<file path="src/hw/rtl/pws_pkg.sv">
`default_nettype none

package pws_pkg;

   // default sizes of the smoother
   localparam int DEF_HISTORY_DEPTH = 5;
   localparam int DEF_COORD_BITS    = 12;

   // controller states
   typedef enum logic [2:0] {
      ST_IDLE,
      ST_ACCUM,
      ST_PREP,
      ST_DIVIDE,
      ST_DONE
   } pws_state_type;

   // commands from the controller to the datapath
   typedef struct packed {
      logic load;
      logic accum;
      logic div_start;
      logic div_step;
      logic result_load;
   } pws_cmd_type;

   // status from the datapath to the controller
   typedef struct packed {
      logic accum_last;
      logic div_last;
   } pws_status_type;

endpackage

`default_nettype wire

</file>
<file path="src/hw/rtl/pws_div.sv">
`default_nettype none

module pws_div #(
   parameter int QUO_BITS = 12,
   parameter int DIV_BITS = 4
) (
   input  wire logic                         clock,
   input  wire logic                         start,
   input  wire logic                         step,
   input  wire logic [QUO_BITS+DIV_BITS-1:0] dividend,
   input  wire logic [DIV_BITS-1:0]          divisor,
   output logic      [QUO_BITS-1:0]          quotient
);

   // partial remainder stays below the divisor between steps
   logic [DIV_BITS-1:0] rem_ff;
   logic [DIV_BITS-1:0] rem_in;
   logic [QUO_BITS-1:0] quo_ff;
   logic [DIV_BITS:0]   trial;
   logic [DIV_BITS:0]   diff;
   logic                fits;

   // one restoring step: bring down the next dividend bit and try the subtract
   always_comb begin
      trial = {rem_ff, quo_ff[QUO_BITS-1]};
      fits  = (trial >= {1'b0, divisor});
      diff  = trial - {1'b0, divisor};
      if (fits) begin
         rem_in = diff[DIV_BITS-1:0];
      end else begin
         rem_in = trial[DIV_BITS-1:0];
      end
   end

   // remainder and quotient shift register, low dividend bits shift out as quotient bits enter
   always_ff @(posedge clock) begin
      if (start) begin
         rem_ff <= dividend[QUO_BITS+DIV_BITS-1:QUO_BITS];
         quo_ff <= dividend[QUO_BITS-1:0];
      end else if (step) begin
         rem_ff <= rem_in;
         quo_ff <= {quo_ff[QUO_BITS-2:0], fits};
      end
   end

   assign quotient = quo_ff;

endmodule

`default_nettype wire

</file>
<file path="src/hw/rtl/pws_datapath.sv">
`default_nettype none

module pws_datapath #(
   parameter int HISTORY_DEPTH = 5,
   parameter int COORD_BITS    = 12
) (
   input  wire logic                    clock,
   input  wire logic                    reset,
   input  wire pws_pkg::pws_cmd_type    cmd,
   output pws_pkg::pws_status_type      status,
   input  wire logic [COORD_BITS-1:0]   point_x,
   input  wire logic [COORD_BITS-1:0]   point_y,
   output logic      [COORD_BITS-1:0]   smooth_x,
   output logic      [COORD_BITS-1:0]   smooth_y
);

   import pws_pkg::*;

   localparam int CNT_W = $clog2(HISTORY_DEPTH + 1);
   localparam int IDX_W = (HISTORY_DEPTH > 1) ? $clog2(HISTORY_DEPTH) : 1;
   localparam int TOT_W = $clog2(HISTORY_DEPTH * (HISTORY_DEPTH + 1) / 2 + 1);
   localparam int SUM_W = COORD_BITS + TOT_W;
   localparam int PRD_W = COORD_BITS + CNT_W;
   localparam int BIT_W = $clog2(COORD_BITS);

   logic [COORD_BITS-1:0] window_x_ff [HISTORY_DEPTH];
   logic [COORD_BITS-1:0] window_y_ff [HISTORY_DEPTH];
   logic [CNT_W-1:0]      fill_ff;
   logic [IDX_W-1:0]      idx_ff;
   logic [SUM_W-1:0]      sum_x_ff;
   logic [SUM_W-1:0]      sum_y_ff;
   logic [TOT_W-1:0]      total_ff;
   logic [BIT_W-1:0]      bit_ff;
   logic [COORD_BITS-1:0] smooth_x_ff;
   logic [COORD_BITS-1:0] smooth_y_ff;

   logic                  window_full;
   logic [CNT_W-1:0]      weight;
   logic [COORD_BITS-1:0] entry_x;
   logic [COORD_BITS-1:0] entry_y;
   logic [PRD_W-1:0]      prod_x;
   logic [PRD_W-1:0]      prod_y;
   logic [COORD_BITS-1:0] quo_x;
   logic [COORD_BITS-1:0] quo_y;

   // current tap, its weight and the weighted terms
   always_comb begin
      window_full = (fill_ff == CNT_W'(HISTORY_DEPTH));
      weight      = CNT_W'(idx_ff) + CNT_W'(1);
      entry_x     = window_x_ff[idx_ff];
      entry_y     = window_y_ff[idx_ff];
      prod_x      = PRD_W'(entry_x) * PRD_W'(weight);
      prod_y      = PRD_W'(entry_y) * PRD_W'(weight);
   end

   // history window: append while filling, shift out the oldest once full
   always_ff @(posedge clock) begin
      if (cmd.load) begin
         if (window_full) begin
            for (int i = 0; i < HISTORY_DEPTH - 1; i++) begin
               window_x_ff[i] <= window_x_ff[i+1];
               window_y_ff[i] <= window_y_ff[i+1];
            end
            window_x_ff[HISTORY_DEPTH-1] <= point_x;
            window_y_ff[HISTORY_DEPTH-1] <= point_y;
         end else begin
            window_x_ff[fill_ff[IDX_W-1:0]] <= point_x;
            window_y_ff[fill_ff[IDX_W-1:0]] <= point_y;
         end
      end
   end

   // fill count, tap index and bit counter
   always_ff @(posedge clock) begin
      if (reset) begin
         fill_ff <= '0;
         idx_ff  <= '0;
         bit_ff  <= '0;
      end else begin
         if (cmd.load) begin
            idx_ff <= '0;
            if (!window_full) begin
               fill_ff <= fill_ff + CNT_W'(1);
            end
         end else if (cmd.accum) begin
            idx_ff <= idx_ff + IDX_W'(1);
         end
         if (cmd.div_start) begin
            bit_ff <= '0;
         end else if (cmd.div_step) begin
            bit_ff <= bit_ff + BIT_W'(1);
         end
      end
   end

   // weighted sums and total weight, one tap a cycle
   always_ff @(posedge clock) begin
      if (cmd.load) begin
         sum_x_ff <= '0;
         sum_y_ff <= '0;
         total_ff <= '0;
      end else if (cmd.accum) begin
         sum_x_ff <= sum_x_ff + SUM_W'(prod_x);
         sum_y_ff <= sum_y_ff + SUM_W'(prod_y);
         total_ff <= total_ff + TOT_W'(weight);
      end
   end

   // one divider per coordinate, both stepped together
   pws_div #(
      .QUO_BITS (COORD_BITS),
      .DIV_BITS (TOT_W)
   ) u_div_x (
      .clock    (clock),
      .start    (cmd.div_start),
      .step     (cmd.div_step),
      .dividend (sum_x_ff),
      .divisor  (total_ff),
      .quotient (quo_x)
   );

   pws_div #(
      .QUO_BITS (COORD_BITS),
      .DIV_BITS (TOT_W)
   ) u_div_y (
      .clock    (clock),
      .start    (cmd.div_start),
      .step     (cmd.div_step),
      .dividend (sum_y_ff),
      .divisor  (total_ff),
      .quotient (quo_y)
   );

   // output register
   always_ff @(posedge clock) begin
      if (cmd.result_load) begin
         smooth_x_ff <= quo_x;
         smooth_y_ff <= quo_y;
      end
   end

   assign smooth_x          = smooth_x_ff;
   assign smooth_y          = smooth_y_ff;
   assign status.accum_last = (weight == fill_ff);
   assign status.div_last   = (bit_ff == BIT_W'(COORD_BITS - 1));

   // fill count never passes the window depth
   assert property (@(posedge clock) disable iff (reset)
      fill_ff <= CNT_W'(HISTORY_DEPTH))
      else $error("fill count beyond window depth");

   // accumulation only visits filled taps
   assert property (@(posedge clock) disable iff (reset)
      cmd.accum |-> (CNT_W'(idx_ff) < fill_ff))
      else $error("accumulation reads an unfilled tap");

endmodule

`default_nettype wire

</file>
<file path="src/hw/rtl/pws_ctrl.sv">
`default_nettype none

module pws_ctrl (
   input  wire logic                    clock,
   input  wire logic                    reset,
   input  wire logic                    req_valid,
   output logic                         req_stall,
   output logic                         rsp_valid,
   input  wire logic                    rsp_stall,
   output pws_pkg::pws_cmd_type         cmd,
   input  wire pws_pkg::pws_status_type status
);

   import pws_pkg::*;

   pws_state_type state_ff;
   pws_state_type state_in;
   logic          out_valid_ff;
   logic          out_valid_in;
   logic          out_free;

   assign out_free = !out_valid_ff || !rsp_stall;

   // next state
   always_comb begin
      state_in = state_ff;
      unique case (state_ff)
         ST_IDLE: begin
            if (req_valid) begin
               state_in = ST_ACCUM;
            end
         end
         ST_ACCUM: begin
            if (status.accum_last) begin
               state_in = ST_PREP;
            end
         end
         ST_PREP: begin
            state_in = ST_DIVIDE;
         end
         ST_DIVIDE: begin
            if (status.div_last) begin
               state_in = ST_DONE;
            end
         end
         ST_DONE: begin
            if (out_free) begin
               state_in = ST_IDLE;
            end
         end
         default: begin
            state_in = ST_IDLE;
         end
      endcase
   end

   // commands and request stall
   always_comb begin
      cmd       = '0;
      req_stall = 1'b1;
      unique case (state_ff)
         ST_IDLE: begin
            req_stall = 1'b0;
            cmd.load  = req_valid;
         end
         ST_ACCUM: begin
            cmd.accum = 1'b1;
         end
         ST_PREP: begin
            cmd.div_start = 1'b1;
         end
         ST_DIVIDE: begin
            cmd.div_step = 1'b1;
         end
         ST_DONE: begin
            cmd.result_load = out_free;
         end
         default: begin
            cmd = '0;
         end
      endcase
   end

   // result valid: set on load, cleared when taken
   always_comb begin
      if (cmd.result_load) begin
         out_valid_in = 1'b1;
      end else if (!rsp_stall) begin
         out_valid_in = 1'b0;
      end else begin
         out_valid_in = out_valid_ff;
      end
   end

   always_ff @(posedge clock) begin
      if (reset) begin
         state_ff     <= ST_IDLE;
         out_valid_ff <= 1'b0;
      end else begin
         state_ff     <= state_in;
         out_valid_ff <= out_valid_in;
      end
   end

   assign rsp_valid = out_valid_ff;

   // an accepted request starts accumulation
   assert property (@(posedge clock) disable iff (reset)
      (req_valid && !req_stall) |=> (state_ff == ST_ACCUM))
      else $error("accepted request did not start accumulation");

   // a waiting result is never overwritten
   assert property (@(posedge clock) disable iff (reset)
      cmd.result_load |-> (!out_valid_ff || !rsp_stall))
      else $error("result register overwritten while stalled");

endmodule

`default_nettype wire

</file>
<file path="src/hw/rtl/pointer_weighted_smoother_core.sv">
// an accepted point enters the window, then its n filled taps (n = 1..depth) are summed and divided
// req_stall stays high from accept until the result is loaded, so one request is handled at a time
// throughput is set by the tap-serial weighted sum and the bit-serial restoring divider
// a finished result waits in the output register while the next request is taken
// reset (synchronous, active high) empties the window and drops any pending result
`default_nettype none

module pointer_weighted_smoother_core #(
   parameter int HISTORY_DEPTH = pws_pkg::DEF_HISTORY_DEPTH,
   parameter int COORD_BITS    = pws_pkg::DEF_COORD_BITS
) (
   input  wire logic                  clock,
   input  wire logic                  reset,
   input  wire logic                  req_valid,
   output logic                       req_stall,
   input  wire logic [COORD_BITS-1:0] req_point_x,
   input  wire logic [COORD_BITS-1:0] req_point_y,
   output logic                       rsp_valid,
   input  wire logic                  rsp_stall,
   output logic      [COORD_BITS-1:0] rsp_smooth_x,
   output logic      [COORD_BITS-1:0] rsp_smooth_y
);

   import pws_pkg::*;

   pws_cmd_type    cmd;
   pws_status_type status;

   // sequencing of load, accumulate, divide and result hand-off
   pws_ctrl u_ctrl (
      .clock     (clock),
      .reset     (reset),
      .req_valid (req_valid),
      .req_stall (req_stall),
      .rsp_valid (rsp_valid),
      .rsp_stall (rsp_stall),
      .cmd       (cmd),
      .status    (status)
   );

   // window, weighted sums, dividers and output register
   pws_datapath #(
      .HISTORY_DEPTH (HISTORY_DEPTH),
      .COORD_BITS    (COORD_BITS)
   ) u_datapath (
      .clock    (clock),
      .reset    (reset),
      .cmd      (cmd),
      .status   (status),
      .point_x  (req_point_x),
      .point_y  (req_point_y),
      .smooth_x (rsp_smooth_x),
      .smooth_y (rsp_smooth_y)
   );

endmodule

`default_nettype wire
</file>
<file path="config.mk">
export PLATFORM = sky130hd
export DESIGN_NAME = pointer_weighted_smoother_core
export DESIGN_NICKNAME = d
export VERILOG_FILES = /design/src/hw/rtl/pws_pkg.sv /design/src/hw/rtl/pws_div.sv /design/src/hw/rtl/pws_datapath.sv /design/src/hw/rtl/pws_ctrl.sv /design/src/hw/rtl/pointer_weighted_smoother_core.sv
export SDC_FILE = /design/constraint.sdc
export NUM_CORES = 1
export LEC_CHECK = 0
export BUFFER_PORTS_ARGS = -buffer_cell sky130_fd_sc_hd__buf_2
export CAP_MARGIN = 5
export CORE_MARGIN = 1.5
export CORE_UTILIZATION = 38
export DETAILED_ROUTE_END_ITERATION = 12
export PLACE_DENSITY = 0.63
export SLEW_MARGIN = 20
export SYNTH_ARGS = -nofsm -noshare
export SYNTH_HDL_FRONTEND = slang
export SYNTH_SLANG_ARGS = --single-unit
</file>
<file path="constraint.sdc">
create_clock -name clock -period 8.5 [get_ports clock]
set_input_delay 1.275 -clock clock [delete_from_list [all_inputs] [get_ports clock]]
set_output_delay 1.275 -clock clock [all_outputs]
set_load 0.02 [all_outputs]
</file>
## Word level (Yosys, flattened, before mapping)

Memories as Yosys holds them, arrays and structs flattened. A register that Yosys moved wholly into a read port is not among the register bits.
Cells that the tools add are included.

- Register bits: 106
- RAM bits: 120
- Input bits: 28
- Output and inout port bits: 26
- Logic and storage cells: 91
- Memories: 2

- Add/sub/neg operators: 8
- $mul: 2
- Order comparisons: 2
- Equality and inequality tests: 12
- Multiplexer cells: 39
- Bitwise logic cells: 1
- Reductions and logical operators: 11

Memories:

| memory | depth | bits a word | rd ports | clocked after Yosys merged registers in | write ports | line | RTL |
|---|---|---|---|---|---|---|---|
| u_datapath.window_x_ff | 5 | 12 | 5 | 1 | 5 | pws_datapath.sv:26 | `logic [COORD_BITS-1:0] window_x_ff [HISTORY_DEPTH];` |
| u_datapath.window_y_ff | 5 | 12 | 5 | 1 | 5 | pws_datapath.sv:27 | `logic [COORD_BITS-1:0] window_y_ff [HISTORY_DEPTH];` |

Operators with widths:

| kind | count |
|---|---|
| $mux W12 | 6 |
| $add A16 B15 Y16 | 2 |
| $mul A12 B3 Y15 | 2 |
| $mux W3 | 10 |
| $mux W4 | 6 |
| $reduce_or A12 Y1 | 2 |
| $mux W1 | 16 |
| $pmux W3 S5 | 1 |
| $ge A5 B4 Y1 | 2 |
| $sub A4 B4 Y4 | 2 |
| $add A3 B1 Y3 const B | 2 |
| $eq A3 B2 Y1 const B | 2 |
| $eq A3 B3 Y1 const B | 2 |
| $ne A2 B2 Y1 const B | 3 |
| $add A4 B1 Y4 const B | 1 |
| $add A4 B3 Y4 | 1 |
| $eq A4 B4 Y1 const B | 1 |
| $ne A2 B1 Y1 const B | 2 |
| $reduce_and A4 Y1 | 1 |
| $reduce_or A2 Y1 | 2 |
| $eq A3 B1 Y1 const B | 1 |
| $eq A3 B3 Y1 | 1 |
| $logic_not A3 Y1 | 1 |
| $logic_not A1 Y1 | 2 |
| other kinds (4) | 4 |

## Longest topological paths before layout

- Depth after elaboration: 6
- Depth in mapped cells: 17
- Mapped depth without buffers: 14

## Hierarchy

A second synthesis with hierarchy kept.

- Cells, all modules: 1210
- Area total of the unflattened synthesis: 16254.3 um^2

By module, submodules not included:

| module | instances | cells an instance | area an instance (um^2) | seq. area each (um^2) |
|---|---|---|---|---|
| pws_datapath | 1 | 1040 | 14119.8 | 7467.2 |
| pws_div | 2 | 73 | 950.9 | 480.5 |
| pws_ctrl | 1 | 24 | 232.7 | 80.1 |

## Least setup slack after synthesis

OpenSTA, ideal clock, no wires.

- Kind: reg2reg
- Start: reg (tool-made name)
- End: reg u_datapath.sum_y_ff[13]
- Setup time: 117 ps
- Arrival time: 4287 ps
- Required time: 8383 ps
- Setup slack: 4095 ps
- Stages on the path, launching flop included: 17
- Buffers on the path: 2
- Clock period less this slack: 4405 ps
- Path through: dfxtp_1 > buf_2 > buf_4 > mux4_2 > mux2i_1 > nor2_1 > fa_1 > inv_1 > fa_1 > inv_1 > ha_1 > o21ai_1 > a21oi_1 > or4_1 > a31oi_2 > mux2i_1 > a32o_1

RTL lines:

| item | line | RTL |
|---|---|---|
| to (signal assigned) | pws_datapath.sv:104 | `sum_y_ff <= sum_y_ff + SUM_W'(prod_y);` |
| to (decl) | pws_datapath.sv:31 | `logic [SUM_W-1:0] sum_y_ff;` |

## Worst setup path in the final report

- Start: reg u_datapath.idx_ff[0]
- End: reg u_datapath.sum_y_ff[11]

- Longest elaborated chain between the ends: 3

RTL lines:

| item | line | RTL |
|---|---|---|
| from (decl) | pws_datapath.sv:29 | `logic [IDX_W-1:0] idx_ff;` |
| from (signal assigned) | pws_datapath.sv:86 | `idx_ff <= idx_ff + IDX_W'(1);` |
| $add A3 B1 Y3 | pws_datapath.sv:49 | `weight = CNT_W'(idx_ff) + CNT_W'(1);` |
| $mul A12 B3 Y15 | pws_datapath.sv:53 | `prod_y = PRD_W'(entry_y) * PRD_W'(weight);` |
| $add A16 B15 Y16 | pws_datapath.sv:104 |  |

Every way passes these cells.
A chain may end at the register's enable or synchronous reset.

==> impl_metrics.toml <==
[grt]
antenna_found_initial = 5
grt_max_degree = 60
grt_usage = 0.156
grt_pass1_vias = 9748
grt_pass1_wl_mm = 53.4
overflow = 0

[hold_path]
worst_hold_path_type = "flop to flop"
hp-start = "u_datapath.u_div_y.quotient[10]$_DFFE_PN_"
hold-path-cell-count = 0
min_to = "u_datapath.smooth_y[10]$_DFFE_PP_"

[sta]
max_freq_mhz = 197
relSlewSlack = 0.304
clock-skew-final_ns = 0.0224
fin_setup_tns_ns = 0
finalSetupViolCount = 0
period_needed_ns = 5.07
rsz0062_at_grt = "no"
finalCritPeriodShare = 0.597
worst_slew_pin_slew_ns = 1.04
worst_slack_ns = 3.43
drv_slew = 0
hold_viol = 0

[finish]
seqCellArea_um2 = 8510
nNetsFinal = 1420
final_common_cell = "edfxtp_1"
drive_gt1_frac = 0.217
fill_cells = 3805
multiInputGateArea_um2 = 6750
layout_common_cells = "edfxtp_1, inv_1, nor2_1"
stdcell_area_um2 = 18000
syn_to_final_growth_pct = 12.3

[worst_setup_path]
max_stage_delay_ns = 1.01
cp_common_cell = "fa_1"
crit_fanout = 28
rrSetupSlack_ns = 3.43
r2r-start = "u_datapath.idx_ff[0]$_SDFFE_PP0P_"
critPathSlowestCell = "dfxtp_1"
crit_path_end_kind = "flop"
cp.required_ns = 8.88
r2r_cells = 13
crit_type = "flop to flop"
startpoint_type = "flop"
regToRegEndpoint = "u_datapath.sum_y_ff[11]$_SDFFE_PP0P_"
worstPathCellList = "ha_1 -> xnor2_2 -> buf_4 -> or2_2 -> fa_1 -> fa_1 -> fa_1 -> nand2b_1 -> a21oi_1 -> nor3_1 -> o31ai_1 -> xnor2_1 -> o21ai_0"
cp.arrival_ns = 5.45

[placement]
place_ws_ns = 3.36
dp_hpwl_mm = 21.6
post_dp_cell_area_um2 = 16800
io_buffers = 53
place.gp.congestion = 0.838

[status]
outcome = "finished clean"

[synth]
synth_warnings = 0
synthTopCellsByArea = "edfxtp_1, mux4_2, dfxtp_1, fa_1, mux2_2"
ys_ff_latch = 301
netlist_area_um2 = 16000
synth_cells = 1241
async_reset_ff_frac = 0
netlist.area_leader.share = 0.465
synth-edff-count = 248
synth_area_per_cell_um2 = 12.9
synth_top_area_cell = "edfxtp_1"
synthFlopType = "edfxtp_1"
ys_types = 61
syn-num-nets = 1369
seq_area_frac_synth = 0.531

[route]
wirelength_mm = 33.2
ant_nets = 0
drt_pass1_iterations = 5
met3_length_mm = 1.58
highest_layer = "met5"
wl_per_cell_um = 17.9
routed-wl-met2_mm = 15.3
avgViaCountPerCell = 5.15
num_vias = 9565
wl_met1_mm = 15.8
dr.first_iter.drc_count = 546
drc = 0

[clock_network]
htree_num_levels = 2
cts.sinks = 301
clockBufferDepth = 3
insertion_delay_ns = 0.53
cts_hold_buf = 0
clockRootBuffer = "clkbuf_16"
post-cts-setup-buffers = 0
path_clk_slew_ns = 0.06
cts_buffers = 34
ctsResizeCount = 0
cts_tree = "done"

[power_and_ir_drop]
p_leak_nw = 6.64
power_density_nw_per_um2 = 252
vdd_drop_max_v = 0.000157

[die]
core_um2 = 41800
rows = 75
pin_count = 54
die_w_um = 208
dieArea_um2 = 43400
die_h_um = 208
initial_core_util = 0.383

[run]
maxCapViolations = 0
[Yosys cell counts, drive strengths merged, types with 2 or more instances]
cell     instances
ha              51
nor3b            2
or3              7
edfxtp         248
nand3           17
mux4            48
a21oi           56
a31oi           10
buf             26
o211ai           4
o21ai           45
xor2             8
xnor2           12
mux2i           33
nand2           76
a41oi            2
and3             3
fa              49
o31ai            2
nand4            7
nor3            21
nand2b          20
or4              2
inv            132
a21o            12
a32o             3
clkbuf          32
mux2           100
nor2            94
or2              7
nor4             3
o21bai           2
a21boi           3
a211oi           8
dfxtp           53
nor2b           25
and2             2
o2111ai          2
[logic make-up after synthesis]
| group | synth area share |
|---|---|
| AO/OA/AOI/OAI | 0.0603 |
| XOR/XNOR | 0.0109 |
| adder cells (fa/ha/maj) | 0.101 |
| buffers and inverters | 0.0498 |
| flip-flops | 0.531 |
| multiplexers | 0.158 |
| AND/OR/NAND/NOR | 0.0881 |
[power by group]
group,switching (W),internal [W]
Clock,0.000602,0.000856
Combinational,0.000746,0.000532
Sequential,0.0000768,0.00172
Total,0.00143,0.00311
[how the worst max path moves through the flow]
stage | from | end | slack (ns) | depth (start not counted)
6_report | u_datapath.idx_ff[0]$_SDFFE_PP0P_ | u_datapath.sum_y_ff[11]$_SDFFE_PP0P_ | 3.43 | 13
5_1_grt | u_datapath.idx_ff[0]$_SDFFE_PP0P_ | u_datapath.sum_y_ff[11]$_SDFFE_PP0P_ | 3.08 | 13
4_1_cts | flop | u_datapath.sum_y_ff[11]$_SDFFE_PP0P_ | 3.33 | 12
3_5_place_dp | flop | u_datapath.sum_y_ff[11]$_SDFFE_PP0P_ | 3.36 | 12
3_3_place_gp | flop | u_datapath.sum_y_ff[13]$_SDFFE_PP0P_ | 3.46 | 14
2_1_floorplan | flop | u_datapath.sum_y_ff[13]$_SDFFE_PP0P_ | 4.10 | 16
[sequential cells by signal (all words and copies together), names as in the netlist, 12 cells and up, named ones only]
signal and flops:
u_datapath.window_x_ff 96, u_datapath.window_y_ff 96, u_datapath.sum_x_ff 16, u_datapath.sum_y_ff 16
u_datapath.smooth_x 12, u_datapath.smooth_y 12, u_datapath.u_div_x.quotient 12, u_datapath.u_div_y.quotient 12
[metrics by stage]
stage,util,cells,total power [W],hold WS (ns)
2_1_floorplan,-,1241,0.00281,0.425
3_3_place_gp,0.403,1794,0.00308,0.437
3_5_place_dp,0.403,1794,0.00311,0.438
4_1_cts,0.430,1855,0.00459,0.452
5_1_grt,0.431,1856,0.00483,0.471
6_report,0.431,1857,0.00454,0.449
[critical path: cells and delay by family (launching register included)]
family,cells,cell delay [ns]
DFF,1,1.01
adders and majority gates,4,1.85
buffers and inverters,1,0.28
xor gates and xnor gates,2,0.42
AOI/OAI and AO/OA,3,0.78
and+or+nand+nor,3,0.59
[routing by layer]
layer	up-vias	GRT usage
li1	4593	-
met1	4748	0.218
met2	170	0.249
met3	48	0.0314
met4	6	0.0367
met5	-	0
[layout make-up]
class | instances | share of cell area
antenna | 1 | 0.000139
clock buffer | 41 | 0.0523
clock inverter | 20 | 0.00981
inverter | 132 | 0.0276
multi-input combinational | 750 | 0.375
sequential | 301 | 0.473
tap | 539 | 0.0375
timing repair buffer | 73 | 0.0242
(Power assumes the default switching activity.)
